`config.mk`:
```
export PLATFORM = sky130hd
export DESIGN_NAME = touch_gesture_classifier
export DESIGN_NICKNAME = d
export VERILOG_FILES = /design/src/rtl/core/tgc_pkg.sv /design/src/rtl/core/tgc_cfg.sv /design/src/rtl/core/tgc_core.sv /design/src/rtl/core/touch_gesture_classifier.sv
export SDC_FILE = /design/constraint.sdc
export NUM_CORES = 1
export LEC_CHECK = 0
export ABC_AREA = 1
export BUFFER_PORTS_ARGS = -buffer_cell sky130_fd_sc_hd__buf_2
export CAP_MARGIN = 20
export CORE_UTILIZATION = 35
export DETAILED_ROUTE_END_ITERATION = 16
export SYNTH_ARGS = -nofsm -noshare
export SYNTH_HDL_FRONTEND = slang
export SYNTH_SLANG_ARGS = --single-unit
```
`constraint.sdc`:
```
create_clock -name aclk -period 10.67 [get_ports aclk]
set_input_delay 3.201 -clock aclk [delete_from_list [all_inputs] [get_ports aclk]]
set_output_delay 3.201 -clock aclk [all_outputs]
set_load 0.02 [all_outputs]
```
`src/rtl/core/tgc_pkg.sv`:
```
`timescale 1ns / 1ps
`default_nettype none
// ----------------------------------------------------------------------------
// tgc_pkg
// Shared types and constants for the touch gesture classifier.
// ----------------------------------------------------------------------------
package tgc_pkg;

    localparam int COORD_BITS_DEF = 9;

    // Config register field widths and the timestamp width
    localparam int PX_W = 9;
    localparam int MS_W = 16;
    localparam int TIME_W = 32;

    // Widths used to compare coordinates and squared distances
    localparam int CMP_W = 16;
    localparam int SQ_CMP_W = 32;

    localparam int CFG_IDX_W = 2;
    localparam int CFG_DATA_W = 16;

    localparam logic [PX_W-1:0] SWIPE_MIN_RST = 9'd40;
    localparam logic [MS_W-1:0] SWIPE_MAX_RST = 16'd800;
    localparam logic [MS_W-1:0] LONG_HOLD_RST = 16'd900;
    localparam logic [PX_W-1:0] BANNER_H_RST = 9'd46;

    typedef enum logic [CFG_IDX_W-1:0] {
        CFG_SWIPE_MIN = 2'd0,
        CFG_SWIPE_MAX = 2'd1,
        CFG_LONG_HOLD = 2'd2,
        CFG_BANNER_H  = 2'd3
    } cfg_idx_t;

    typedef enum logic [2:0] {
        ACT_NONE   = 3'd0,
        ACT_TOGGLE = 3'd1,
        ACT_REPLAY = 3'd2,
        ACT_NEXT   = 3'd3,
        ACT_PREV   = 3'd4,
        ACT_PAUSE  = 3'd5,
        ACT_STEP   = 3'd6
    } action_t;

    typedef struct packed {
        logic [PX_W-1:0] swipe_travel;
        logic [MS_W-1:0] swipe_window;
        logic [MS_W-1:0] hold_time;
        logic [PX_W-1:0] banner_height_px;
    } tgc_cfg_t;

    typedef struct packed {
        logic    true_time_now;
        logic    paused_now;
        action_t action;
    } tgc_result_t;

    localparam int RESULT_W = $bits(tgc_result_t);
    localparam int M_TDATA_W = ((RESULT_W + 7) / 8) * 8;

endpackage
`default_nettype wire

```
`src/rtl/core/tgc_cfg.sv`:
```
`timescale 1ns / 1ps
`default_nettype none
// ----------------------------------------------------------------------------
// tgc_cfg
// Configuration register file: thresholds for swipe, hold and banner.
// ----------------------------------------------------------------------------
module tgc_cfg (
    input  wire logic                           aclk,
    input  wire logic                           aresetn,
    input  wire logic                           cfg_valid,
    output logic                                cfg_ready,
    input  wire logic [tgc_pkg::CFG_IDX_W-1:0]  cfg_index,
    input  wire logic [tgc_pkg::CFG_DATA_W-1:0] cfg_data,
    output tgc_pkg::tgc_cfg_t                   cfg
);
    import tgc_pkg::*;

    tgc_cfg_t cfg_reg;
    tgc_cfg_t cfg_next;

    assign cfg_ready = 1'b1;
    assign cfg = cfg_reg;

    always_comb begin
        cfg_next = cfg_reg;
        if (cfg_valid) begin
            case (cfg_idx_t'(cfg_index))
                CFG_SWIPE_MIN: cfg_next.swipe_travel = cfg_data[PX_W-1:0];
                CFG_SWIPE_MAX: cfg_next.swipe_window = cfg_data[MS_W-1:0];
                CFG_LONG_HOLD: cfg_next.hold_time = cfg_data[MS_W-1:0];
                CFG_BANNER_H:  cfg_next.banner_height_px = cfg_data[PX_W-1:0];
                default: cfg_next = cfg_reg;
            endcase
        end
    end

    always_ff @(posedge aclk) begin
        if (!aresetn) begin
            cfg_reg.swipe_travel     <= SWIPE_MIN_RST;
            cfg_reg.swipe_window     <= SWIPE_MAX_RST;
            cfg_reg.hold_time        <= LONG_HOLD_RST;
            cfg_reg.banner_height_px <= BANNER_H_RST;
        end else begin
            cfg_reg <= cfg_next;
        end
    end

endmodule
`default_nettype wire

```
`src/rtl/core/tgc_core.sv`:
```
`timescale 1ns / 1ps
`default_nettype none
// ----------------------------------------------------------------------------
// tgc_core
// Gesture tracking and release classification; one sample per step.
// ----------------------------------------------------------------------------
module tgc_core #(
    parameter int COORD_BITS = tgc_pkg::COORD_BITS_DEF
) (
    input  wire logic                       aclk,
    input  wire logic                       aresetn,
    input  wire logic                       step_en,
    input  wire logic                       touched,
    input  wire logic [COORD_BITS-1:0]      touch_x,
    input  wire logic [COORD_BITS-1:0]      touch_y,
    input  wire logic [tgc_pkg::TIME_W-1:0] now_ms,
    input  wire tgc_pkg::tgc_cfg_t          cfg,
    output tgc_pkg::tgc_result_t            result
);
    import tgc_pkg::*;

    localparam int SQ_W = 2 * COORD_BITS;

    // Tracking state
    logic                  was_touched_reg, was_touched_next;
    logic [COORD_BITS-1:0] press_x_reg, press_x_next;
    logic [COORD_BITS-1:0] press_y_reg, press_y_next;
    logic [TIME_W-1:0]     press_time_reg, press_time_next;
    logic signed [COORD_BITS:0] max_move_x_reg, max_move_x_next;
    logic [SQ_W:0]         max_dist_sq_reg, max_dist_sq_next;
    logic                  in_banner_reg, in_banner_next;
    logic                  paused_reg, paused_next;
    logic                  time_mode_reg, time_mode_next;
    tgc_result_t           result_reg, result_next;

    // Datapath
    logic signed [COORD_BITS:0] dx, dy, neg_dx, neg_dy, neg_max;
    logic [COORD_BITS-1:0] ax, ay, amax;
    logic [SQ_W-1:0]       sq_x, sq_y;
    logic [SQ_W:0]         d2;
    logic [2*PX_W-1:0]     lim_sq;
    logic [TIME_W-1:0]     held;
    logic [CMP_W-1:0]      y_ext, banner_ext, amax_ext, lim_ext;
    logic [TIME_W-1:0]     long_ext, swipe_ext;
    logic [SQ_CMP_W-1:0]   dist_ext, lim_sq_ext;
    logic                  is_long, is_swipe, is_tap;
    action_t               action;

    assign dx = signed'({1'b0, touch_x}) - signed'({1'b0, press_x_reg});
    assign dy = signed'({1'b0, touch_y}) - signed'({1'b0, press_y_reg});
    assign neg_dx = -dx;
    assign neg_dy = -dy;
    assign neg_max = -max_move_x_reg;
    assign ax = dx[COORD_BITS] ? neg_dx[COORD_BITS-1:0] : dx[COORD_BITS-1:0];
    assign ay = dy[COORD_BITS] ? neg_dy[COORD_BITS-1:0] : dy[COORD_BITS-1:0];
    assign amax = max_move_x_reg[COORD_BITS] ? neg_max[COORD_BITS-1:0]
                                             : max_move_x_reg[COORD_BITS-1:0];
    assign sq_x = ax * ax;
    assign sq_y = ay * ay;
    assign d2 = {1'b0, sq_x} + {1'b0, sq_y};
    assign lim_sq = cfg.swipe_travel * cfg.swipe_travel;

    assign held = now_ms - press_time_reg;

    assign y_ext = {{(CMP_W-COORD_BITS){1'b0}}, touch_y};
    assign banner_ext = {{(CMP_W-PX_W){1'b0}}, cfg.banner_height_px};
    assign amax_ext = {{(CMP_W-COORD_BITS){1'b0}}, amax};
    assign lim_ext = {{(CMP_W-PX_W){1'b0}}, cfg.swipe_travel};
    assign long_ext = {{(TIME_W-MS_W){1'b0}}, cfg.hold_time};
    assign swipe_ext = {{(TIME_W-MS_W){1'b0}}, cfg.swipe_window};
    assign dist_ext = {{(SQ_CMP_W-SQ_W-1){1'b0}}, max_dist_sq_reg};
    assign lim_sq_ext = {{(SQ_CMP_W-2*PX_W){1'b0}}, lim_sq};

    assign is_long = held >= long_ext;
    assign is_swipe = (amax_ext >= lim_ext) && (held <= swipe_ext);
    assign is_tap = dist_ext < lim_sq_ext;

    always_comb begin
        was_touched_next = was_touched_reg;
        press_x_next = press_x_reg;
        press_y_next = press_y_reg;
        press_time_next = press_time_reg;
        max_move_x_next = max_move_x_reg;
        max_dist_sq_next = max_dist_sq_reg;
        in_banner_next = in_banner_reg;
        paused_next = paused_reg;
        time_mode_next = time_mode_reg;
        action = ACT_NONE;
        result_next = result_reg;

        if (step_en) begin
            was_touched_next = touched;
            if (touched && !was_touched_reg) begin
                // Press edge: latch origin and clear the extremes
                press_x_next = touch_x;
                press_y_next = touch_y;
                press_time_next = now_ms;
                max_move_x_next = '0;
                max_dist_sq_next = '0;
                in_banner_next = y_ext < banner_ext;
            end else if (touched) begin
                // Equal magnitude keeps the earlier move
                if (ax > amax) begin
                    max_move_x_next = dx;
                end
                if (d2 > max_dist_sq_reg) begin
                    max_dist_sq_next = d2;
                end
            end else if (was_touched_reg) begin
                if (is_long) begin
                    if (in_banner_reg) begin
                        time_mode_next = !time_mode_reg;
                        action = ACT_TOGGLE;
                    end else begin
                        paused_next = 1'b0;
                        action = ACT_REPLAY;
                    end
                end else if (is_swipe) begin
                    paused_next = 1'b0;
                    action = max_move_x_reg[COORD_BITS] ? ACT_NEXT : ACT_PREV;
                end else if (is_tap) begin
                    if (!paused_reg) begin
                        paused_next = 1'b1;
                        action = ACT_PAUSE;
                    end else begin
                        action = ACT_STEP;
                    end
                end
            end
            result_next.action = action;
            result_next.paused_now = paused_next;
            result_next.true_time_now = time_mode_next;
        end
    end

    always_ff @(posedge aclk) begin
        if (!aresetn) begin
            was_touched_reg <= 1'b0;
            in_banner_reg <= 1'b0;
            paused_reg <= 1'b0;
            time_mode_reg <= 1'b0;
        end else begin
            was_touched_reg <= was_touched_next;
            in_banner_reg <= in_banner_next;
            paused_reg <= paused_next;
            time_mode_reg <= time_mode_next;
        end
    end

    always_ff @(posedge aclk) begin
        press_x_reg <= press_x_next;
        press_y_reg <= press_y_next;
        press_time_reg <= press_time_next;
        max_move_x_reg <= max_move_x_next;
        max_dist_sq_reg <= max_dist_sq_next;
        result_reg <= result_next;
    end

    assign result = result_reg;

endmodule
`default_nettype wire

```
`src/rtl/core/touch_gesture_classifier.sv`:
```
`timescale 1ns / 1ps
`default_nettype none
// ----------------------------------------------------------------------------
// touch_gesture_classifier
// Tap / swipe / long-hold detector over a stream of touch samples.
// ----------------------------------------------------------------------------
// Every accepted sample produces exactly one result beat: an action code plus
// the paused and time-mode flags as they stand after that sample. A sample is
// captured in the input register when accepted and classified into the result
// register once that register is free or its beat is being taken, which raises
// m_tvalid. The block takes one sample every cycle; the single classify stage
// between the two registers sets that rate, and it stalls only when the result
// register is full and not being taken. Config writes complete in the cycle
// they are presented and should be issued while no samples are in flight.
module touch_gesture_classifier #(
    parameter int COORD_BITS = tgc_pkg::COORD_BITS_DEF
) (
    input  wire logic                               aclk,
    input  wire logic                               aresetn,
    // Sample stream
    input  wire logic                               s_tvalid,
    output logic                                    s_tready,
    // tdata: touch_x, touch_y, now_ms (from bit 0 up), zero padded to bytes
    input  wire logic [((2*COORD_BITS+tgc_pkg::TIME_W+7)/8)*8-1:0] s_tdata,
    // tuser: touched
    input  wire logic                               s_tuser,
    // Result stream
    output logic                                    m_tvalid,
    input  wire logic                               m_tready,
    // tdata: action[2:0], paused_now, true_time_now (from bit 0 up), zero pad
    output logic [tgc_pkg::M_TDATA_W-1:0]           m_tdata,
    // Config write channel
    input  wire logic                               cfg_valid,
    output logic                                    cfg_ready,
    input  wire logic [tgc_pkg::CFG_IDX_W-1:0]      cfg_index,
    input  wire logic [tgc_pkg::CFG_DATA_W-1:0]     cfg_data
);
    import tgc_pkg::*;

    localparam int Y_LSB = COORD_BITS;
    localparam int T_LSB = 2 * COORD_BITS;

    logic                  in_valid_reg, in_valid_next;
    logic                  touched_reg;
    logic [COORD_BITS-1:0] x_reg, y_reg;
    logic [TIME_W-1:0]     now_reg;
    logic                  m_valid_reg, m_valid_next;
    logic                  advance;
    logic                  s_fire;
    tgc_cfg_t              cfg;
    tgc_result_t           result;

    // Move the held sample into the result stage when that stage is free or its beat is being taken
    assign advance = in_valid_reg && (!m_valid_reg || m_tready);
    assign s_tready = !in_valid_reg || advance;
    assign s_fire = s_tvalid && s_tready;

    assign in_valid_next = s_fire ? 1'b1 : (advance ? 1'b0 : in_valid_reg);
    assign m_valid_next = advance ? 1'b1 : (m_tready ? 1'b0 : m_valid_reg);

    always_ff @(posedge aclk) begin
        if (!aresetn) begin
            in_valid_reg <= 1'b0;
            m_valid_reg <= 1'b0;
        end else begin
            in_valid_reg <= in_valid_next;
            m_valid_reg <= m_valid_next;
        end
    end

    // Capture the beat
    always_ff @(posedge aclk) begin
        if (s_fire) begin
            touched_reg <= s_tuser;
            x_reg <= s_tdata[COORD_BITS-1:0];
            y_reg <= s_tdata[Y_LSB +: COORD_BITS];
            now_reg <= s_tdata[T_LSB +: TIME_W];
        end
    end

    tgc_cfg u_cfg (
        .aclk      (aclk),
        .aresetn   (aresetn),
        .cfg_valid (cfg_valid),
        .cfg_ready (cfg_ready),
        .cfg_index (cfg_index),
        .cfg_data  (cfg_data),
        .cfg       (cfg)
    );

    tgc_core #(
        .COORD_BITS (COORD_BITS)
    ) u_core (
        .aclk    (aclk),
        .aresetn (aresetn),
        .step_en (advance),
        .touched (touched_reg),
        .touch_x (x_reg),
        .touch_y (y_reg),
        .now_ms  (now_reg),
        .cfg     (cfg),
        .result  (result)
    );

    assign m_tvalid = m_valid_reg;
    assign m_tdata = {{(M_TDATA_W-RESULT_W){1'b0}}, result.true_time_now,
                      result.paused_now, result.action};

endmodule
`default_nettype wire

```
# Word level (Yosys, flattened, before mapping)
# Cells that the tools add are included.
# word_totals
register_bits,191
in_bits,80
out_inout_bits,11
elab_cells,96
# classes
n_addsub,7
mul,3
order_cmp,7
eq_ne,3
mux,29
bitwise_logic,1
n_reduce_logical,24
# op_table
cell,count
$mul A9 B9 Y18,3
$mux W19,2
$ge A32 B16 Y1,1
$le A32 B16 Y1,1
$sub A32 B32 Y32,1
$mux W9,3
$neg A9 Y9,3
$mux W10,2
$sub A9 B9 Y10,2
$add A18 B18 Y19,1
$gt A19 B19 Y1,1
$lt A19 B18 Y1,1
$mux W1,16
$mux W3,4
$reduce_and A2 Y1,5
$reduce_bool A2 Y1,5
$ge A9 B9 Y1,1
$gt A9 B9 Y1,1
$lt A9 B9 Y1,1
$reduce_and A3 Y1,2
$eq A2 B2 Y1 const B,2
$logic_and A1 B1 Y1,4
$logic_not A1 Y1,4
$mux W2,2
other kinds (5),6

# Logic depth before layout (Yosys ltp)
# logic_depth
ltp_word,9
ltp_mapped,51
ltp_nobuf,51

# Hierarchy
# A second synthesis with hierarchy kept.
# unflattened
cells_unflattened,2480
area_unflattened_um2,19372.3
# modules_own_cells
mod,instances,cells_each,area_per_inst_um2,seq_area_each_um2
tgc_core,1,2108,15660.0,2602.5
tgc_cfg,1,304,2059.5,1001.0
touch_gesture_classifier,1,68,1652.8,1571.5

# Worst setup path before layout
# No wires, ideal clock.
# synth_path
path_type,register -> register
startpoint,register y_reg[0]
endpoint,"register u_core.max_dist_sq_reg[0], enable pin"
setup_ns,0.401
arrival_ns,8.888
t_required_ns,10.269
setup_slack_ns,1.381
stages_incl_launch_ff,48
path_buffers,0
period_less_slack_ns,9.289
cell_sequence,edfxtp_1 > inv_1 > ha_1 > inv_1 > fa_1 > inv_1 > ha_1 > inv_1 > nor3_1 > nand3_1 > nand2_1 > nand2_1 > nand2_2 > inv_1 > nor2_1 > inv_1 > fa_1 > inv_1 > [12 not listed] > nand2_1 > nand2_1 > nand2_1 > nand2_1 > o21ai_0 > o21ai_1 > a21oi_1 > o21bai_1 > xnor2_1 > inv_1 > ha_1 > nand2_1 > inv_1 > nand3_1 > o221a_2 > nand3_1 > o41ai_1 > a21oi_1
# synth_via
elab_chain_len,8
# synth_rtl
item,line_no,rtl
from (decl),touch_gesture_classifier.sv:45,"logic [COORD_BITS-1:0] x_reg, y_reg;"
from (signal assigned),touch_gesture_classifier.sv:76,y_reg <= s_tdata[Y_LSB +: COORD_BITS];
$sub A9 B9 Y10 *,tgc_core.sv:50,"assign dy = signed'({1'b0, touch_y}) - signed'({1'b0, press_y_reg});"
$neg A9 Y9,tgc_core.sv:52,assign neg_dy = -dy;
$mux W9 *,tgc_core.sv:55,assign ay = dy[COORD_BITS] ? neg_dy[COORD_BITS-1:0] : dy[COORD_BITS-1:0];
$mul A9 B9 Y18 *,tgc_core.sv:59,assign sq_y = ay * ay;
$add A18 B18 Y19 *,tgc_core.sv:60,"assign d2 = {1'b0, sq_x} + {1'b0, sq_y};"
via u_core.d2[18],tgc_core.sv:40,logic [SQ_W:0] d2;
$gt A19 B19 Y1 *,tgc_core.sv:106,if (d2 > max_dist_sq_reg) begin
$reduce_bool A2 Y1 (no line) *,--,
$reduce_and A3 Y1 (no line) *,--,
to (signal assigned),tgc_core.sv:155,max_dist_sq_reg <= max_dist_sq_next;
to (decl),tgc_core.sv:30,"logic [SQ_W:0] max_dist_sq_reg, max_dist_sq_next;"
# Mark *: on every way through the listed nets, which the timed path passes. The rest lies on a longest branch.
# A chain may end at the register's enable or synchronous reset.

# Worst setup path after layout
# layout_path
startpoint,register y_reg[2]
endpoint,"register u_core.max_dist_sq_reg[6], enable pin"
# Same word-level chain as after synthesis.

==> impl_results.html <==
<table>
<tr><th>Metric</th><th>Value</th></tr>
<tr><th colspan="2">Floorplan</th></tr>
<tr><td>Vert. Die Dim</td><td>235.2 um</td></tr>
<tr><td>Placeable Area</td><td>53810 sq um</td></tr>
<tr><td>I/O pins</td><td>91</td></tr>
<tr><td>Die Area</td><td>55320 sq um</td></tr>
<tr><td>Cell row count</td><td>85</td></tr>
<tr><td>Die Width</td><td>235.2 um</td></tr>
<tr><td>Initial standard-cell utilization of the core</td><td>0.3537</td></tr>
<tr><th colspan="2">Place</th></tr>
<tr><td>Buffers added on ports</td><td>80</td></tr>
<tr><td>Final estimated routing congestion in global placement</td><td>0.8770</td></tr>
<tr><td>Placed wire-length estimate</td><td>35800 um</td></tr>
<tr><th colspan="2">Synthesis</th></tr>
<tr><td>Post-Synthesis Cell Area</td><td>19030 sq um</td></tr>
<tr><td>Number of enable-type register cells in the synthesized netlist</td><td>135</td></tr>
<tr><td>Post-synthesis cell count</td><td>2377</td></tr>
<tr><td>Share of the synthesized area in the top cell type</td><td>0.2130</td></tr>
<tr><td>Top area cells in the synthesized netlist</td><td>sky130_fd_sc_hd__edfxtp_1, sky130_fd_sc_hd__ha_1, sky130_fd_sc_hd__fa_1, sky130_fd_sc_hd__inv_1, sky130_fd_sc_hd__nand2_1</td></tr>
<tr><td>Total of warnings raised by yosys</td><td>0</td></tr>
<tr><td>Primary flip-flop cell chosen by synthesis mapping</td><td>sky130_fd_sc_hd__edfxtp_1</td></tr>
<tr><td>Library cell occupying the most area in the post-synthesis netlist</td><td>sky130_fd_sc_hd__edfxtp_1</td></tr>
<tr><td>Yosys reg bits</td><td>191</td></tr>
<tr><td>Per-instance average area after synthesis</td><td>8.008 sq um</td></tr>
<tr><td>Commonest cells post-synth</td><td>sky130_fd_sc_hd__inv_1, sky130_fd_sc_hd__nand2_1, sky130_fd_sc_hd__ha_1</td></tr>
<tr><td>Fraction of synthesis flops using an asynchronous set or reset pin</td><td>0</td></tr>
<tr><td>Seq/Total Area, Yosys</td><td>0.2719</td></tr>
<tr><td>Number of library cell types mapped by synthesis</td><td>59</td></tr>
<tr><td>Most common cell in the netlist</td><td>sky130_fd_sc_hd__inv_1</td></tr>
<tr><th colspan="2">Timing</th></tr>
<tr><td>Slew at the pin with the worst max-slew slack</td><td>931.8 ps</td></tr>
<tr><td>Share of the clock period used by the worst path</td><td>0.9232</td></tr>
<tr><td>Setup repair after global routing missed its margin</td><td>no</td></tr>
<tr><td>Max_slew headroom</td><td>0.3788</td></tr>
<tr><td>Min cycle time layout</td><td>9851 ps</td></tr>
<tr><td>Max Freq</td><td>101.5 MHz</td></tr>
<tr><td>Largest clock skew in the final design</td><td>15.84 ps</td></tr>
<tr><td>Final number of max-transition violations</td><td>0</td></tr>
<tr><td>Final count of negative-setup-slack endpoints</td><td>0</td></tr>
<tr><td>Final count of hold timing violations</td><td>0</td></tr>
<tr><td>Final sum of negative setup slack</td><td>0 ps</td></tr>
<tr><th colspan="2">Routing</th></tr>
<tr><td>Routed length per instance</td><td>13.51 um</td></tr>
<tr><td>Detailed Route Iter0 Violations</td><td>713</td></tr>
<tr><td>Vias post-DR</td><td>14710</td></tr>
<tr><td>Final routed wirelength across all metal layers</td><td>42680 um</td></tr>
<tr><td>Routed Antenna Nets</td><td>0</td></tr>
<tr><td>Via density</td><td>4.654</td></tr>
<tr><td>DR pass1 iterations</td><td>5</td></tr>
<tr><td>DRC violation count after routing</td><td>0</td></tr>
<tr><th colspan="2">Cells and area</th></tr>
<tr><td>Fillers</td><td>5501</td></tr>
<tr><td>Post-synthesis to final-layout area growth</td><td>9.248%</td></tr>
<tr><td>Flip-flop count of the largest register, all copies and words added</td><td>50</td></tr>
<tr><td>FF+latch area</td><td>5175 sq um</td></tr>
<tr><td>Post-layout net count</td><td>2905</td></tr>
<tr><td>Count of antenna diodes in the layout</td><td>0</td></tr>
<tr><td>Area occupied by multi-input gates</td><td>11420 sq um</td></tr>
<tr><td>Ratio of cells with drive above 1 in the final layout</td><td>0.07711</td></tr>
<tr><th colspan="2">Worst setup path</th></tr>
<tr><td>Endpoint of the lowest-slack register-to-register path</td><td>u_core.max_dist_sq_reg[6]$_SDFFCE_PP0P_</td></tr>
<tr><td>Critical path arrival</td><td>10010 ps</td></tr>
<tr><td>Most repeated library cell on the critical path</td><td>sky130_fd_sc_hd__nand2_1</td></tr>
<tr><td>Flop-to-flop setup slack</td><td>820 ps</td></tr>
<tr><td>Start-to-end type of the worst setup path</td><td>register to register</td></tr>
<tr><td>Type of origin of the critical path</td><td>register</td></tr>
<tr><td>Launching point of the worst reg2reg path</td><td>y_reg[2]$_DFFE_PP_</td></tr>
<tr><td>Maximum fanout along the worst path</td><td>13</td></tr>
<tr><td>Library cell contributing the largest single delay on the critical path</td><td>sky130_fd_sc_hd__fa_1</td></tr>
<tr><td>Longest individual stage delay on the worst path</td><td>550 ps</td></tr>
<tr><td>Logic depth of the worst register-to-register path</td><td>46</td></tr>
<tr><td>Critical Path End Type</td><td>register</td></tr>
<tr><td>Required time worst endpoint</td><td>10830 ps</td></tr>
<tr><th colspan="2">Global routing</th></tr>
<tr><td>Global route total overflow</td><td>0</td></tr>
<tr><td>Number of antenna violations at the first check in global routing</td><td>0</td></tr>
<tr><td>Vias in the first global route</td><td>14900</td></tr>
<tr><td>First-pass GRT wire length</td><td>71860 um</td></tr>
<tr><td>Total global routing track utilization</td><td>0.1613</td></tr>
<tr><td>Maximum number of pins on one net before global-route repair</td><td>52</td></tr>
<tr><th colspan="2">Hold path</th></tr>
<tr><td>Capture endpoint of the worst hold path</td><td>u_core.press_y_reg[0]$_DFFE_PP_</td></tr>
<tr><td>Hold Path Depth</td><td>0</td></tr>
<tr><td>Start point of the worst min-delay path</td><td>y_reg[0]$_DFFE_PP_</td></tr>
<tr><td>Worst min path class</td><td>register to register</td></tr>
<tr><th colspan="2">CTS</th></tr>
<tr><td>Buffer cell driving the clock tree root</td><td>sky130_fd_sc_hd__clkbuf_16</td></tr>
<tr><td>Clock slew seen by the registers of the worst setup and hold paths</td><td>70 ps</td></tr>
<tr><td>Hold buffer count at CTS</td><td>0</td></tr>
<tr><td>Clock tree from TritonCTS</td><td>yes</td></tr>
<tr><td>Total clock sinks</td><td>191</td></tr>
<tr><td>Post-CTS resize count</td><td>0</td></tr>
<tr><td>Post-CTS setup-driven buffer insertion count</td><td>0</td></tr>
<tr><td>Clock H-tree levels</td><td>4</td></tr>
<tr><td>Total CTS buffers</td><td>17</td></tr>
<tr><td>Max Buffers Root-to-Sink</td><td>2</td></tr>
<tr><td>Clk_lat worst skew</td><td>470 ps</td></tr>
<tr><th colspan="2">Flow run</th></tr>
<tr><td>Max_cap viols</td><td>0</td></tr>
<tr><th colspan="2">Run status</th></tr>
<tr><td>Run status</td><td>finished clean</td></tr>
</table>
## critical path, delay by kind of cell, from the launching register on
family,cells,cell delay (ps)
fa+ha+maj,9,4020
compound gates,11,1830
simple gates,15,1530
buf+inv,9,980
xor+xnor,2,700
flops,1,450
## worst max path at each step
stage	cells after the start	startpoint	endpoint	slack, ps
final	46	y_reg[2]$_DFFE_PP_	u_core.max_dist_sq_reg[6]$_SDFFCE_PP0P_	820
after global routing	46	y_reg[2]$_DFFE_PP_	u_core.max_dist_sq_reg[12]$_SDFFCE_PP0P_	40
after CTS	44	y_reg[2]$_DFFE_PP_	u_core.max_dist_sq_reg[6]$_SDFFCE_PP0P_	860
after detailed placement	44	y_reg[2]$_DFFE_PP_	u_core.max_dist_sq_reg[6]$_SDFFCE_PP0P_	900
after global placement	43	y_reg[2]$_DFFE_PP_	u_core.max_dist_sq_reg[5]$_SDFFCE_PP0P_	1080
after floorplan	47	y_reg[0]$_DFFE_PP_	u_core.max_dist_sq_reg[0]$_SDFFCE_PP0P_	1380
## layout make-up
cell class | instances | share of cell area
Sequential cell | 191 | 0.2489
Tap cell | 696 | 0.04188
Clock inverter | 15 | 0.007220
Timing Repair Buffer | 85 | 0.02106
Clock buffer | 17 | 0.02046
Inverter | 617 | 0.1114
Multi-Input combinational cell | 1539 | 0.5492
## logic make-up after synthesis
logic type | count (synthesis) | share of synthesized area
other | 2 | 0.0003945
adders and majority gates | 374 | 0.2995
DFF | 191 | 0.2719
xor gates and xnor gates | 82 | 0.04069
buffers and inverters | 649 | 0.1291
and+or+nand+nor | 809 | 0.1766
AOI/OAI and AO/OA | 270 | 0.08190
## per-stage QoR
step / util / setup WS [ps] / instance area, sq um / hold slack (ps) / std cells
floorplan: - / 1381 / 19040 / 426.4 / 2379
global placement: 0.3757 / 1084 / 20220 / 435.9 / 3128
detailed placement: 0.3757 / 897.3 / 20220 / 437.9 / 3128
CTS: 0.3864 / 861.7 / 20790 / 456.8 / 3160
global route: 0.3864 / 42.93 / 20790 / 469.2 / 3160
finish: 0.3864 / 819.1 / 20790 / 452.0 / 3160
## per-layer routing
layer | wire [um] | part of all wire | up-vias | track usage
met5 | 0 | 0 | - | 0
li1 | - | - | 7492 | -
met4 | 872 | 0.020 | 0 | 0.04844
met3 | 1335 | 0.031 | 52 | 0.01864
met1 | 19710 | 0.46 | 6951 | 0.2056
met2 | 20760 | 0.49 | 211 | 0.2848
## placed cells by master, fill, tap and decap left out, drive strengths merged, types with 56 or more instances in the layout
| master | Yosys | layout |
|---|---|---|
| nand3 | 76 | 76 |
| o21ai | 71 | 71 |
| a21oi | 139 | 139 |
| xor2 | 66 | 66 |
| buf | 7 | 85 |
| ha | 238 | 238 |
| nor2 | 197 | 197 |
| dfxtp | 56 | 56 |
| edfxtp | 135 | 135 |
| inv | 614 | 621 |
| nand2 | 484 | 484 |
| fa | 136 | 136 |
Power is left out: the tool's default activity adds up to more than one toggle a clock period on the data nets, which glitch-free logic cannot reach.
